==> config.mk <==
export PLATFORM = sky130hd
export DESIGN_NAME = output_script_template_classifier_flat
export DESIGN_NICKNAME = d
export VERILOG_FILES = /design/src/hdl/ostc_pkg.sv /design/src/hdl/ostc_req_if.sv /design/src/hdl/ostc_rsp_if.sv /design/src/hdl/ostc_parser.sv /design/src/hdl/output_script_template_classifier.sv /design/src/flat_wrapper.sv
export SDC_FILE = /design/constraint.sdc
export NUM_CORES = 2
export LEC_CHECK = 0
export BUFFER_PORTS_ARGS = -buffer_cell sky130_fd_sc_hd__buf_2
export CORE_AREA = 3 3 301 526
export CTS_CLUSTER_SIZE = 28
export DETAILED_ROUTE_END_ITERATION = 16
export DIE_AREA = 0 0 304 529
export PLACE_DENSITY = 0.79
export SLEW_MARGIN = 20
export SYNTH_ARGS = -nofsm -noshare
export SYNTH_HDL_FRONTEND = slang
export SYNTH_SLANG_ARGS = --single-unit
==> constraint.sdc <==
create_clock -name clock -period 22.7 [get_ports clock]
set_input_delay 3.405 -clock clock [delete_from_list [all_inputs] [get_ports clock]]
set_output_delay 3.405 -clock clock [all_outputs]
set_load 0.01 [all_outputs]
==> src/hdl/ostc_pkg.sv <==
// ----------------------------------------------------------------------------
// ostc_pkg
// Shared constants, opcodes and types of the output script template classifier.
// ----------------------------------------------------------------------------
package ostc_pkg;

   localparam int CAPTURE_BYTES_DEFAULT = 120;

   // script opcodes
   localparam logic [7:0] OP_PUSH_LEN1 = 8'h4c;
   localparam logic [7:0] OP_PUSH_LEN2 = 8'h4d;
   localparam logic [7:0] OP_PUSH_LEN4 = 8'h4e;
   localparam logic [7:0] OP_DUP       = 8'h76;
   localparam logic [7:0] OP_KEY_HASH  = 8'ha9;
   localparam logic [7:0] OP_EQ_VERIFY = 8'h88;
   localparam logic [7:0] OP_SIG_CHECK = 8'hac;

   localparam logic [31:0] PK_MIN     = 32'd23;
   localparam logic [31:0] PK_MAX     = 32'd120;
   localparam logic [31:0] HASH_BYTES = 32'd20;
   localparam logic [6:0]  LEN_CAP    = 7'd120;

   typedef enum logic [1:0] {
      ST_PUBKEY      = 2'd0,
      ST_PUBKEY_HASH = 2'd1,
      ST_NONSTANDARD = 2'd2,
      ST_PARSE_ERROR = 2'd3
   } status_type;

   typedef struct packed {
      logic       en;
      logic [6:0] index;
      logic [7:0] data;
   } cap_wr_type;

   typedef struct packed {
      logic       valid;
      status_type status;
      logic [6:0] len;
   } script_end_type;

endpackage

==> src/hdl/ostc_req_if.sv <==
// ----------------------------------------------------------------------------
// ostc_req_if
// Script byte channel: one optional byte and an end marker per transfer.
// ----------------------------------------------------------------------------
interface ostc_req_if;
   logic       valid;
   logic       ready;
   logic [7:0] data_byte;
   logic       has_byte;
   logic       end_of_script;

   modport source (output valid, output data_byte, output has_byte, output end_of_script,
                   input ready);
   modport sink (input valid, input data_byte, input has_byte, input end_of_script,
                 output ready);
endinterface

==> src/hdl/ostc_rsp_if.sv <==
// ----------------------------------------------------------------------------
// ostc_rsp_if
// Result channel: status and one packed word of the captured key or hash.
// ----------------------------------------------------------------------------
interface ostc_rsp_if;
   logic        valid;
   logic        ready;
   logic [1:0]  status;
   logic [6:0]  data_length;
   logic [63:0] data_word;
   logic [3:0]  word_bytes;
   logic        last_result;

   modport source (output valid, output status, output data_length, output data_word,
                   output word_bytes, output last_result, input ready);
   modport sink (input valid, input status, input data_length, input data_word,
                 input word_bytes, input last_result, output ready);
endinterface

==> src/hdl/ostc_parser.sv <==
// ----------------------------------------------------------------------------
// ostc_parser
// Splits script bytes into instructions and tracks both template matches.
// ----------------------------------------------------------------------------
module ostc_parser #(
   parameter int CAPTURE_BYTES = ostc_pkg::CAPTURE_BYTES_DEFAULT
) (
   input  logic                     clock,
   input  logic                     reset,
   input  logic                     take,
   input  logic [7:0]               data_byte,
   input  logic                     has_byte,
   input  logic                     end_of_script,
   output ostc_pkg::cap_wr_type     cap_wr,
   output ostc_pkg::script_end_type script_end
);
   import ostc_pkg::*;

   typedef enum logic [1:0] {PH_OPCODE, PH_LENGTH, PH_DATA} phase_type;

   localparam logic [9:0] CAP_LIM = 10'(CAPTURE_BYTES);

   phase_type   phase_ff, phase_in;
   logic [2:0]  lenleft_ff, lenleft_in;
   logic [1:0]  lenpos_ff, lenpos_in;
   logic [31:0] accum_ff, accum_in;
   logic [31:0] dleft_ff, dleft_in;
   logic [2:0]  icount_ff, icount_in;
   logic        pk_ok_ff, pk_ok_in;
   logic        ph_ok_ff, ph_ok_in;
   logic [6:0]  capcnt_ff, capcnt_in;
   logic        capturing_ff, capturing_in;

   logic        bp_ev;
   logic [31:0] bp_len;
   logic        fin_ev;
   logic        fin_push;
   logic [7:0]  fin_op;
   logic [31:0] fin_len;
   logic        pk_match;
   logic        ph_match;
   logic [31:0] acc_new;

   always_comb begin
      phase_in     = phase_ff;
      lenleft_in   = lenleft_ff;
      lenpos_in    = lenpos_ff;
      accum_in     = accum_ff;
      dleft_in     = dleft_ff;
      icount_in    = icount_ff;
      pk_ok_in     = pk_ok_ff;
      ph_ok_in     = ph_ok_ff;
      capcnt_in    = capcnt_ff;
      capturing_in = capturing_ff;
      bp_ev        = 1'b0;
      bp_len       = '0;
      fin_ev       = 1'b0;
      fin_push     = 1'b0;
      fin_op       = '0;
      fin_len      = '0;
      pk_match     = 1'b0;
      ph_match     = 1'b0;
      acc_new      = '0;
      cap_wr       = '0;
      script_end   = '0;

      if (take && has_byte) begin
         unique case (phase_ff)
            PH_OPCODE: begin
               if (data_byte < OP_PUSH_LEN1) begin
                  bp_ev  = 1'b1;
                  bp_len = {24'd0, data_byte};
               end else if (data_byte <= OP_PUSH_LEN4) begin
                  phase_in = PH_LENGTH;
                  if (data_byte == OP_PUSH_LEN1) begin
                     lenleft_in = 3'd1;
                  end else if (data_byte == OP_PUSH_LEN2) begin
                     lenleft_in = 3'd2;
                  end else begin
                     lenleft_in = 3'd4;
                  end
                  lenpos_in = 2'd0;
                  accum_in  = '0;
               end else begin
                  fin_ev = 1'b1;
                  fin_op = data_byte;
               end
            end
            PH_LENGTH: begin
               // little-endian length bytes
               acc_new   = accum_ff | ({24'd0, data_byte} << {lenpos_ff, 3'b000});
               accum_in  = acc_new;
               lenpos_in = lenpos_ff + 2'd1;
               if (lenleft_ff != 3'd0) begin
                  lenleft_in = lenleft_ff - 3'd1;
               end
               if (lenleft_in == 3'd0) begin
                  bp_ev  = 1'b1;
                  bp_len = acc_new;
               end
            end
            PH_DATA: begin
               if (capturing_ff) begin
                  if ({3'b000, capcnt_ff} < CAP_LIM) begin
                     cap_wr.en    = 1'b1;
                     cap_wr.index = capcnt_ff;
                     cap_wr.data  = data_byte;
                  end
                  if (capcnt_ff != 7'd127) begin
                     capcnt_in = capcnt_ff + 7'd1;
                  end
               end
               if (dleft_ff != 32'd0) begin
                  dleft_in = dleft_ff - 32'd1;
               end
               if (dleft_in == 32'd0) begin
                  fin_ev   = 1'b1;
                  fin_push = 1'b1;
                  fin_len  = accum_ff;
               end
            end
            default: begin
               phase_in = PH_OPCODE;
            end
         endcase
      end

      if (bp_ev) begin
         accum_in = bp_len;
         if ((icount_ff == 3'd0 && bp_len >= PK_MIN && bp_len <= PK_MAX) ||
             (icount_ff == 3'd2 && bp_len == HASH_BYTES)) begin
            capturing_in = 1'b1;
            capcnt_in    = '0;
         end
         if (bp_len == 32'd0) begin
            fin_ev   = 1'b1;
            fin_push = 1'b1;
            fin_len  = '0;
         end else begin
            phase_in = PH_DATA;
            dleft_in = bp_len;
         end
      end

      if (fin_ev) begin
         unique case (icount_ff)
            3'd0: begin
               pk_match = fin_push && fin_len >= PK_MIN && fin_len <= PK_MAX;
               ph_match = !fin_push && fin_op == OP_DUP;
            end
            3'd1: begin
               pk_match = !fin_push && fin_op == OP_SIG_CHECK;
               ph_match = !fin_push && fin_op == OP_KEY_HASH;
            end
            3'd2: ph_match = fin_push && fin_len == HASH_BYTES;
            3'd3: ph_match = !fin_push && fin_op == OP_EQ_VERIFY;
            3'd4: ph_match = !fin_push && fin_op == OP_SIG_CHECK;
            default: begin
               pk_match = 1'b0;
               ph_match = 1'b0;
            end
         endcase
         if (!pk_match) pk_ok_in = 1'b0;
         if (!ph_match) ph_ok_in = 1'b0;
         if (icount_ff < 3'd6) icount_in = icount_ff + 3'd1;
         capturing_in = 1'b0;
         phase_in     = PH_OPCODE;
      end

      if (take && end_of_script) begin
         script_end.valid = 1'b1;
         if (phase_in != PH_OPCODE) begin
            script_end.status = ST_PARSE_ERROR;
         end else if (icount_in == 3'd2 && pk_ok_in) begin
            script_end.status = ST_PUBKEY;
         end else if (icount_in == 3'd5 && ph_ok_in) begin
            script_end.status = ST_PUBKEY_HASH;
         end else begin
            script_end.status = ST_NONSTANDARD;
         end
         if (script_end.status == ST_PUBKEY || script_end.status == ST_PUBKEY_HASH) begin
            script_end.len = (capcnt_in > LEN_CAP) ? LEN_CAP : capcnt_in;
         end
         // next transfer starts a fresh script
         phase_in     = PH_OPCODE;
         lenleft_in   = '0;
         lenpos_in    = '0;
         accum_in     = '0;
         dleft_in     = '0;
         icount_in    = '0;
         pk_ok_in     = 1'b1;
         ph_ok_in     = 1'b1;
         capcnt_in    = '0;
         capturing_in = 1'b0;
      end
   end

   always_ff @(posedge clock) begin
      if (reset) begin
         phase_ff     <= PH_OPCODE;
         lenleft_ff   <= '0;
         lenpos_ff    <= '0;
         accum_ff     <= '0;
         dleft_ff     <= '0;
         icount_ff    <= '0;
         pk_ok_ff     <= 1'b1;
         ph_ok_ff     <= 1'b1;
         capcnt_ff    <= '0;
         capturing_ff <= 1'b0;
      end else begin
         phase_ff     <= phase_in;
         lenleft_ff   <= lenleft_in;
         lenpos_ff    <= lenpos_in;
         accum_ff     <= accum_in;
         dleft_ff     <= dleft_in;
         icount_ff    <= icount_in;
         pk_ok_ff     <= pk_ok_in;
         ph_ok_ff     <= ph_ok_in;
         capcnt_ff    <= capcnt_in;
         capturing_ff <= capturing_in;
      end
   end

endmodule

==> src/hdl/output_script_template_classifier.sv <==
// ----------------------------------------------------------------------------
// output_script_template_classifier
// Classifies an output script as pay-to-pubkey, pay-to-pubkey-hash,
// nonstandard or malformed and returns the captured key or hash.
//
// req_chan carries one script byte (when has_byte is set) per transfer and
// marks the last transfer of a script with end_of_script. One transfer is
// taken every cycle while req_ready is high. rsp_chan returns, for each
// script, one result per 64-bit word of the captured key or hash (up to 15),
// or one result with zero data for nonstandard scripts and parse errors;
// last_result marks the final one. With the readout idle, rsp_chan.valid
// rises at the clock edge after the one that takes the end transfer, and
// the rest follow one per cycle while rsp_chan is ready, paced by the
// single read port of the capture memory. The memory has two banks, so the
// next script streams in while the previous one is read out; req_ready drops
// only when a second script ends before the first has been fully read out,
// and rises again once that readout finishes. A stalled rsp_chan holds its
// word and stops the readout. Reset clears the parser and the handshakes;
// the capture memory is not cleared and only written bytes are ever reported.
// ----------------------------------------------------------------------------
module output_script_template_classifier #(
   parameter int CAPTURE_BYTES = ostc_pkg::CAPTURE_BYTES_DEFAULT
) (
   input logic        clock,
   input logic        reset,
   ostc_req_if.sink   req_chan,
   ostc_rsp_if.source rsp_chan
);
   import ostc_pkg::*;

   localparam int         ROWS     = (CAPTURE_BYTES + 7) / 8;
   localparam int         ROW_W    = $clog2(ROWS);
   localparam logic [6:0] ROWS_LIM = 7'(ROWS);
   localparam logic [9:0] CAP_LIM  = 10'(CAPTURE_BYTES);

   typedef struct packed {
      status_type status;
      logic [6:0] len;
      logic [3:0] nwords;
      logic       bank;
   } job_type;

   cap_wr_type     cap_wr;
   script_end_type script_end;
   logic           take;

   logic [7:0][7:0] cap_mem [2][ROWS];

   logic        wbank_ff;
   logic        act_valid_ff, act_valid_in;
   job_type     act_ff, act_in;
   logic [3:0]  act_k_ff, act_k_in;
   logic        pend_valid_ff, pend_valid_in;
   job_type     pend_ff, pend_in;
   job_type     new_job;

   logic            rsp_valid_ff;
   status_type      rsp_status_ff;
   logic [6:0]      rsp_len_ff;
   logic [3:0]      rsp_wbytes_ff;
   logic            rsp_last_ff;
   logic [7:0]      rsp_mask_ff;
   logic [7:0][7:0] rd_word_ff;

   logic             adv;
   logic             issue;
   logic [6:0]       kbase;
   logic [6:0]       remain;
   logic [6:0]       eff_len;
   logic [6:0]       mask_rem;
   logic [3:0]       wbytes;
   logic [3:0]       mcnt;
   logic [7:0]       mask_bits;
   logic             last_word;
   logic [ROW_W-1:0] rd_row;
   logic [7:0]       len_plus;

   assign req_chan.ready = !pend_valid_ff;
   assign take           = req_chan.valid && req_chan.ready;

   ostc_parser #(
      .CAPTURE_BYTES(CAPTURE_BYTES)
   ) u_parser (
      .clock        (clock),
      .reset        (reset),
      .take         (take),
      .data_byte    (req_chan.data_byte),
      .has_byte     (req_chan.has_byte),
      .end_of_script(req_chan.end_of_script),
      .cap_wr       (cap_wr),
      .script_end   (script_end)
   );

   always_comb begin
      len_plus       = {1'b0, script_end.len} + 8'd7;
      new_job.status = script_end.status;
      new_job.len    = script_end.len;
      new_job.nwords = (script_end.len == 7'd0) ? 4'd1 : len_plus[6:3];
      new_job.bank   = wbank_ff;
   end

   // readout word selection and byte masks
   always_comb begin
      adv     = !rsp_valid_ff || rsp_chan.ready;
      issue   = act_valid_ff && adv;
      kbase   = {act_k_ff, 3'b000};
      remain  = act_ff.len - kbase;
      eff_len = ({3'b000, act_ff.len} < CAP_LIM) ? act_ff.len : CAP_LIM[6:0];
      if (act_ff.len == 7'd0) begin
         wbytes = 4'd0;
      end else if (remain > 7'd8) begin
         wbytes = 4'd8;
      end else begin
         wbytes = remain[3:0];
      end
      // bytes past the end of the store read as zero
      mask_rem = eff_len - kbase;
      if (eff_len <= kbase) begin
         mcnt = 4'd0;
      end else if (mask_rem > 7'd8) begin
         mcnt = 4'd8;
      end else begin
         mcnt = mask_rem[3:0];
      end
      for (int i = 0; i < 8; i++) begin
         mask_bits[i] = 4'(i) < mcnt;
      end
      last_word = act_k_ff == (act_ff.nwords - 4'd1);
      rd_row    = ({3'b000, act_k_ff} < ROWS_LIM) ? ROW_W'(act_k_ff) : '0;
   end

   // readout slot and one waiting script
   always_comb begin
      act_valid_in  = act_valid_ff;
      act_in        = act_ff;
      act_k_in      = act_k_ff;
      pend_valid_in = pend_valid_ff;
      pend_in       = pend_ff;
      if (issue) begin
         if (last_word) begin
            act_valid_in  = pend_valid_ff;
            act_in        = pend_ff;
            act_k_in      = '0;
            pend_valid_in = 1'b0;
         end else begin
            act_k_in = act_k_ff + 4'd1;
         end
      end
      // an ending script goes straight to readout when the slot frees up
      if (script_end.valid) begin
         if (!act_valid_in) begin
            act_valid_in = 1'b1;
            act_in       = new_job;
            act_k_in     = '0;
         end else begin
            pend_valid_in = 1'b1;
            pend_in       = new_job;
         end
      end
   end

   always_ff @(posedge clock) begin
      if (cap_wr.en) begin
         cap_mem[wbank_ff][ROW_W'(cap_wr.index >> 3)][cap_wr.index[2:0]] <= cap_wr.data;
      end
      if (issue) begin
         rd_word_ff <= cap_mem[act_ff.bank][rd_row];
      end
   end

   always_ff @(posedge clock) begin
      act_ff   <= act_in;
      act_k_ff <= act_k_in;
      pend_ff  <= pend_in;
   end

   always_ff @(posedge clock) begin
      if (reset) begin
         wbank_ff      <= 1'b0;
         act_valid_ff  <= 1'b0;
         pend_valid_ff <= 1'b0;
         rsp_valid_ff  <= 1'b0;
      end else begin
         if (adv) begin
            rsp_valid_ff <= act_valid_ff;
         end
         if (issue) begin
            rsp_status_ff <= act_ff.status;
            rsp_len_ff    <= act_ff.len;
            rsp_wbytes_ff <= wbytes;
            rsp_last_ff   <= last_word;
            rsp_mask_ff   <= mask_bits;
         end
         act_valid_ff  <= act_valid_in;
         pend_valid_ff <= pend_valid_in;
         if (script_end.valid) begin
            wbank_ff <= !wbank_ff;
         end
      end
   end

   always_comb begin
      rsp_chan.valid       = rsp_valid_ff;
      rsp_chan.status      = rsp_status_ff;
      rsp_chan.data_length = rsp_len_ff;
      rsp_chan.word_bytes  = rsp_wbytes_ff;
      rsp_chan.last_result = rsp_last_ff;
      for (int i = 0; i < 8; i++) begin
         rsp_chan.data_word[8*i +: 8] = rd_word_ff[i] & {8{rsp_mask_ff[i]}};
      end
   end

endmodule
==> src/flat_wrapper.sv <==
// flat-port wrapper written by rule: the top's interface ports become plain ports
module output_script_template_classifier_flat import ostc_pkg::*;
#(
   parameter int CAPTURE_BYTES = ostc_pkg::CAPTURE_BYTES_DEFAULT
)
  (clock, reset, req_chan_valid, req_chan_data_byte, req_chan_has_byte, req_chan_end_of_script, req_chan_ready, rsp_chan_valid, rsp_chan_status, rsp_chan_data_length, rsp_chan_data_word, rsp_chan_word_bytes, rsp_chan_last_result, rsp_chan_ready);
  ostc_req_if req_chan_i ();
  ostc_rsp_if rsp_chan_i ();
  input logic clock;
  input logic reset;
  input wire logic [$bits(req_chan_i.valid)-1:0] req_chan_valid;
  input wire logic [$bits(req_chan_i.data_byte)-1:0] req_chan_data_byte;
  input wire logic [$bits(req_chan_i.has_byte)-1:0] req_chan_has_byte;
  input wire logic [$bits(req_chan_i.end_of_script)-1:0] req_chan_end_of_script;
  output wire logic [$bits(req_chan_i.ready)-1:0] req_chan_ready;
  output wire logic [$bits(rsp_chan_i.valid)-1:0] rsp_chan_valid;
  output wire logic [$bits(rsp_chan_i.status)-1:0] rsp_chan_status;
  output wire logic [$bits(rsp_chan_i.data_length)-1:0] rsp_chan_data_length;
  output wire logic [$bits(rsp_chan_i.data_word)-1:0] rsp_chan_data_word;
  output wire logic [$bits(rsp_chan_i.word_bytes)-1:0] rsp_chan_word_bytes;
  output wire logic [$bits(rsp_chan_i.last_result)-1:0] rsp_chan_last_result;
  input wire logic [$bits(rsp_chan_i.ready)-1:0] rsp_chan_ready;
  assign req_chan_i.valid = req_chan_valid;
  assign req_chan_i.data_byte = req_chan_data_byte;
  assign req_chan_i.has_byte = req_chan_has_byte;
  assign req_chan_i.end_of_script = req_chan_end_of_script;
  assign req_chan_ready = req_chan_i.ready;
  assign rsp_chan_valid = rsp_chan_i.valid;
  assign rsp_chan_status = rsp_chan_i.status;
  assign rsp_chan_data_length = rsp_chan_i.data_length;
  assign rsp_chan_data_word = rsp_chan_i.data_word;
  assign rsp_chan_word_bytes = rsp_chan_i.word_bytes;
  assign rsp_chan_last_result = rsp_chan_i.last_result;
  assign rsp_chan_i.ready = rsp_chan_ready;
  output_script_template_classifier #(.CAPTURE_BYTES(CAPTURE_BYTES)) u_core (.clock(clock), .reset(reset), .req_chan(req_chan_i), .rsp_chan(rsp_chan_i));
endmodule
# --- After elaboration in Yosys (flattened, before gate mapping) ---
# Memories as Yosys holds them, arrays and structs flattened. A register that Yosys moved wholly into a read port is not among the register bits.
# Index checks and enable logic that the tools add are counted.
totals:
  ram_bits: 1920
  elab_cells: 274
  output_inout_bits: 80
  ff_bits: 206
  n_memories: 1
  input_bits: 14
mem_list:
  columns: ["name", "words", "width", "rd", "rd_clocked_by_memory_dff", "write_ports", "line_no", "text"]
  rows:
  - ["u_core.cap_mem", 2, 960, 1, 1, 1, "output_script_template_classifier.sv:47", "logic [7:0][7:0] cap_mem [2][ROWS];"]
op_classes:
  n_shift: 1
  reduce_logical: 48
  eq_ne: 23
  bitwise_logic: 12
  magnitude_cmp: 27
  addsub: 10
  n_mux: 115
ops:
  columns: ["cell", "n"]
  rows:
  - ["960-bit 2-to-1 mux", 1]
  - ["32-bit 2-to-1 mux", 18]
  - ["64-bit binary-select mux with 4-bit select", 1]
  - ["64-bit demux with 4-bit select", 1]
  - ["64-bit 2-to-1 mux", 3]
  - ["32-bit case mux with 2 select lines", 2]
  - ["8-bit bitwise AND", 8]
  - ["32-bit by 5-bit equality test with 1-bit output, second input constant", 2]
  - ["32-bit by 5-bit >= comparator with 1-bit output, second input constant", 2]
  - ["32-bit by 7-bit less-or-equal comparator with 1-bit output, second input constant", 2]
  - ["32-bit logical NOT", 2]
  - ["16-bit 2-to-1 mux", 4]
  - ["7-bit 2-to-1 mux", 9]
  - ["14-bit 2-to-1 mux", 4]
  - ["8-bit 2-to-1 mux", 6]
  - ["4-bit 2-to-1 mux", 9]
  - ["32-bit OR", 1]
  - ["32-bit nonzero test", 1]
  - ["8-bit by 5-bit << shifter with 32-bit output", 1]
  - ["32-bit by 1-bit subtractor with 32-bit output, second input constant", 1]
  - ["1-bit 2-to-1 mux", 27]
  - ["3-bit 2-to-1 mux", 9]
  - ["8-bit demux with 3-bit select", 1]
  - ["8-bit by 7-bit equality test with 1-bit output, second input constant", 3]
  - ["53 further kinds", 118]

# --- Depth between registers and ports, before layout ---
depth:
  depth_word: 30
  ltp_mapped: 15
  mapped_depth_nobuf: 14

# --- Cells and area by module ---
# Synthesis repeated with hierarchy kept, for this count alone.
unflattened:
  hier_cells: 5802
  hier_area_um2: 87865.5
by_module_without_submodules:
  columns: ["mod", "seq_area_each_um2", "area_per_inst_um2", "instances", "cells_per_inst"]
  rows:
  - ["output_script_template_classifier", 61098.6, 82151.3, 1, 5045]
  - ["ostc_parser", 1681.6, 5714.2, 1, 757]

# --- Worst setup path before layout ---
# Ideal clock, no wire load.
synth_path:
  path_type: "input-to-reg"
  start: "in req_chan_valid"
  end: "mem u_core.cap_mem[0][0] (netlist bit), data pin"
  t_required_ns: 21.381
  arrival_time_ns: 9.780
  cell_stages: 5
  setup_slack_ns: 11.601
  setup_ns: 1.319
  n_path_buf: 1
  path_cell_list: "nor2b_1 > and4_1 > clkbuf_1 > nand2_1 > nor2_1"
synth_rtl:
  columns: ["item", "line_no", "text"]
  rows:
  - ["from (decl)", "flat_wrapper.sv:11", "input wire logic [$bits(req_chan_i.valid)-1:0] req_chan_valid;"]
  - ["to (decl)", "output_script_template_classifier.sv:47", null]

==> impl_metrics.ini <==
[power_and_ir_drop]
internal_power_mw = 6.39
p_sw_share_pct = 25.2
clock_power_share_pct = 36.0
p_seq_share_pct = 50.5
power_density_nw_per_um2 = 91.7
vdd_ir_drop_max_mv = 0.103
power_frac_comb_pct = 13.5
power.total_mw = 8.54
power.switching_mw = 2.15
leakage_nw = 24.6

[cts]
cts_resized = 0
htree_levels = 4
cts_hold_buf = 0
cts_root_buf = clkbuf_16
cts.sinks = 2126
clk_path_buf_depth = 4
postCtsSetupBuffers = 0
cts_buffers = 180
path_clk_slew_ns = 0.07
clk_latency_ns = 0.83
cts_tree = done

[synthesis]
yosys-top-cells-area = edfxtp_1, mux4_2, dfxtp_1
synth_common_cells = edfxtp_1, nand2_1, mux4_2, nor2_1, clkbuf_1
synth.avg_cell_area_sq_um = 17.4
synthAdderAreaFrac_pct = 0.328
post-synth-top-area-fraction_pct = 71.6
synth_most_common_cell = edfxtp_1
synth-edff-count = 2020
async_reset_ff_share_pct = 0
yosysSeqAreaShare_pct = 74.1
netlist_area_sq_um = 84700
synth_top_cell_by_area = edfxtp_1
synth_compound_area_share_pct = 3.44
syn-num-nets = 4906
synth_top_family_by_area = multiplexers
synth_simple_gate_area_share_pct = 7.20
synth.distinct_cells = 81
yosys_warnings = 0
muxShareOfSynthArea_pct = 12.9
synth-seq-cells = 2126
syn_inst = 4871
synth_xor_area_share_pct = 0.527
synthFlopType = edfxtp_1

[worst_hold_path]
hp-class = flop to flop
hold_path_depth = 0

[route]
routed_wl_um = 214000
antenna_left = 0
dr.pass1.iters = 8
vias_per_cell = 6.62
num_vias = 46900
drt_iter0_drc = 5955
drc = 0
wl_per_cell_um = 30.2

[die]
die_area_sq_um = 161000
initial_core_util_pct = 54.8
fp.coreArea_sq_um = 155000
die_h_um = 529
num_rows = 191
chipWidth_um = 304
ios = 94

[sta]
rsz0062_at_grt = false
fin_crit_ns = 7.04
clock.fmax_mhz = 142
finClkSkew_ns = 0.0550
finalMaxSlewViolations = 0
tightest_slew_ns = 1.17
finalHoldViolations = 0
finalSetupViolations = 0
slew_headroom_pct = 22.0
fin_tns_setup_ns = 0
timing.final.crit_share_pct = 31.0

[global_routing]
grt_util_all_layers_pct = 26.5
grt_overflow = 0
grt_pass1_vias = 47600
grt_max_degree = 187
grt_pass1_wl_um = 317000
antenna_found_initial = 6

[run]
maxCapViolCount = 0

[setup_path]
critPathRequiredTime_ns = 23.16
start_kind = primary input
cp_max_fo = 78
worstPathArrival_ns = 7.50
critPathKind = primary input to flop
cp-end-kind = flop
rr_worst_depth = 11

[run_status]
outcome = finished clean

[place]
io_buffers = 93
dp_hpwl_um = 125000
gp_congestion = 0.902
placed_cells = 6765

[cells_and_area]
nNetsFinal = 4959
multi_input_area_sq_um = 20800
instances_no_fill = 7085
n_fill_cell = 10400
seqCellArea_sq_um = 62800
area_delta_synth_final_pct = 9.88
drive_gt1_share_pct = 19.2
[worst max-delay path: stages]
cell and delay (ns):
buf_2 0.10, nor2b_1 0.18, and4_1 0.71, nand2_1 0.58, nor2_4 0.95, buf_4 0.64, buf_4 0.74
[power groups by stage]
| stage | clock network [mW] | registers (mW) | logic, mW |
|---|---|---|---|
| after floorplan | 0 | 4.36 | 0.870 |
| after global placement | 0 | 4.40 | 1.13 |
| after detailed placement | 0 | 4.40 | 1.14 |
| after CTS | 3.09 | 4.31 | 1.16 |
| after global routing | 3.23 | 4.31 | 1.23 |
| final | 3.07 | 4.31 | 1.16 |
[sequential cells by signal, indices dropped and copies added, names as in the netlist]
register / cells
u_core.act_ff: 14
u_core.u_parser.ph_ok_ff: 1
u_core.act_k_ff: 4
u_core.act_valid_ff: 1
u_core.pend_valid_ff: 1
u_core.u_parser.icount_ff: 3
u_core.u_parser.capturing_ff: 1
u_core.u_parser.dleft_ff: 32
u_core.u_parser.phase_ff: 2
u_core.pend_ff: 14
u_core.rsp_mask_ff: 8
u_core.u_parser.lenleft_ff: 3
u_core.rsp_chan.last_result: 1
u_core.cap_mem: 1920
u_core.u_parser.lenpos_ff: 2
u_core.u_parser.pk_ok_ff: 1
u_core.u_parser.capcnt_ff: 7
u_core.rsp_chan.data_length: 7
u_core.rd_word_ff: 64
u_core.wbank_ff: 1
u_core.rsp_chan.word_bytes: 4
u_core.u_parser.accum_ff: 32
u_core.rsp_chan.status: 2
u_core.rsp_chan.valid: 1
[through the flow]
step	hold slack, ns	setup WS [ns]	cell area, sq um	utilization, %
finish	0.436	15.66	93100	60.2
global route	0.458	15.44	93100	60.2
CTS	0.438	15.75	93000	60.2
detailed placement	0.425	14.95	87300	56.5
global placement	0.444	15.01	87300	56.5
floorplan	0.404	11.60	84700	-
[cell usage in the layout, fill, tap and decap left out, types with 27 or more instances in the layout]
cell       instances
edfxtp_1        2020
nand2_1          476
mux4_2           447
nor2_1           379
nand3_1          218
clkbuf_16        181
a21oi_1          160
o21ai_0          108
dfxtp_1          105
buf_2             93
and2_1            78
buf_4             70
mux2_2            47
a221oi_1          45
nor3_1            39
mux2i_1           34
inv_1             33
xnor2_1           33
clkinv_2          27
[final cells by class]
| type | instances | area share [%] |
|---|---|---|
| clock buffer | 212 | 5.04 |
| sequential | 2126 | 67.4 |
| clock inverter | 102 | 1.11 |
| multi-input combinational | 2411 | 22.4 |
| timing repair buffer | 171 | 1.19 |
| inverter | 34 | 0.138 |
| tap | 2026 | 2.72 |
| antenna | 3 | 0.00806 |
[per-layer routing]
layer / up-vias / share of wire, % / global-route usage [%]
li1: 19300 / - / -
met3: 647 / 8.8 / 3.91
met5: - / 0.0084 / 0
met1: 23800 / 34 / 32.7
met4: 2 / 6.4 / 14.6
met2: 3204 / 51 / 45.1
[kinds of logic after synthesis]
group,after synthesis
flip-flops,2126
buffers and inverters,334
AND/OR/NAND/NOR,1355
multiplexers,528
AO/OA/AOI/OAI,456
XOR/XNOR,51
adder cells (fa/ha/maj),21
[final timing paths]
| kind | startpoint | to | slack, ns |
|---|---|---|---|
| hold / removal | u_core.act_ff[13] | u_core.rsp_chan.status[1] | 0.44 |
| setup reg to reg | u_core.act_k_ff[0] | u_core.rd_word_ff[7] | 16.51 |
| setup / recovery | req_chan_valid | u_core.cap_mem[0][935] | 15.66 |
| hold reg to reg | u_core.act_ff[13] | u_core.rsp_chan.status[1] | 0.44 |
Power figures use the tool's default switching activity.
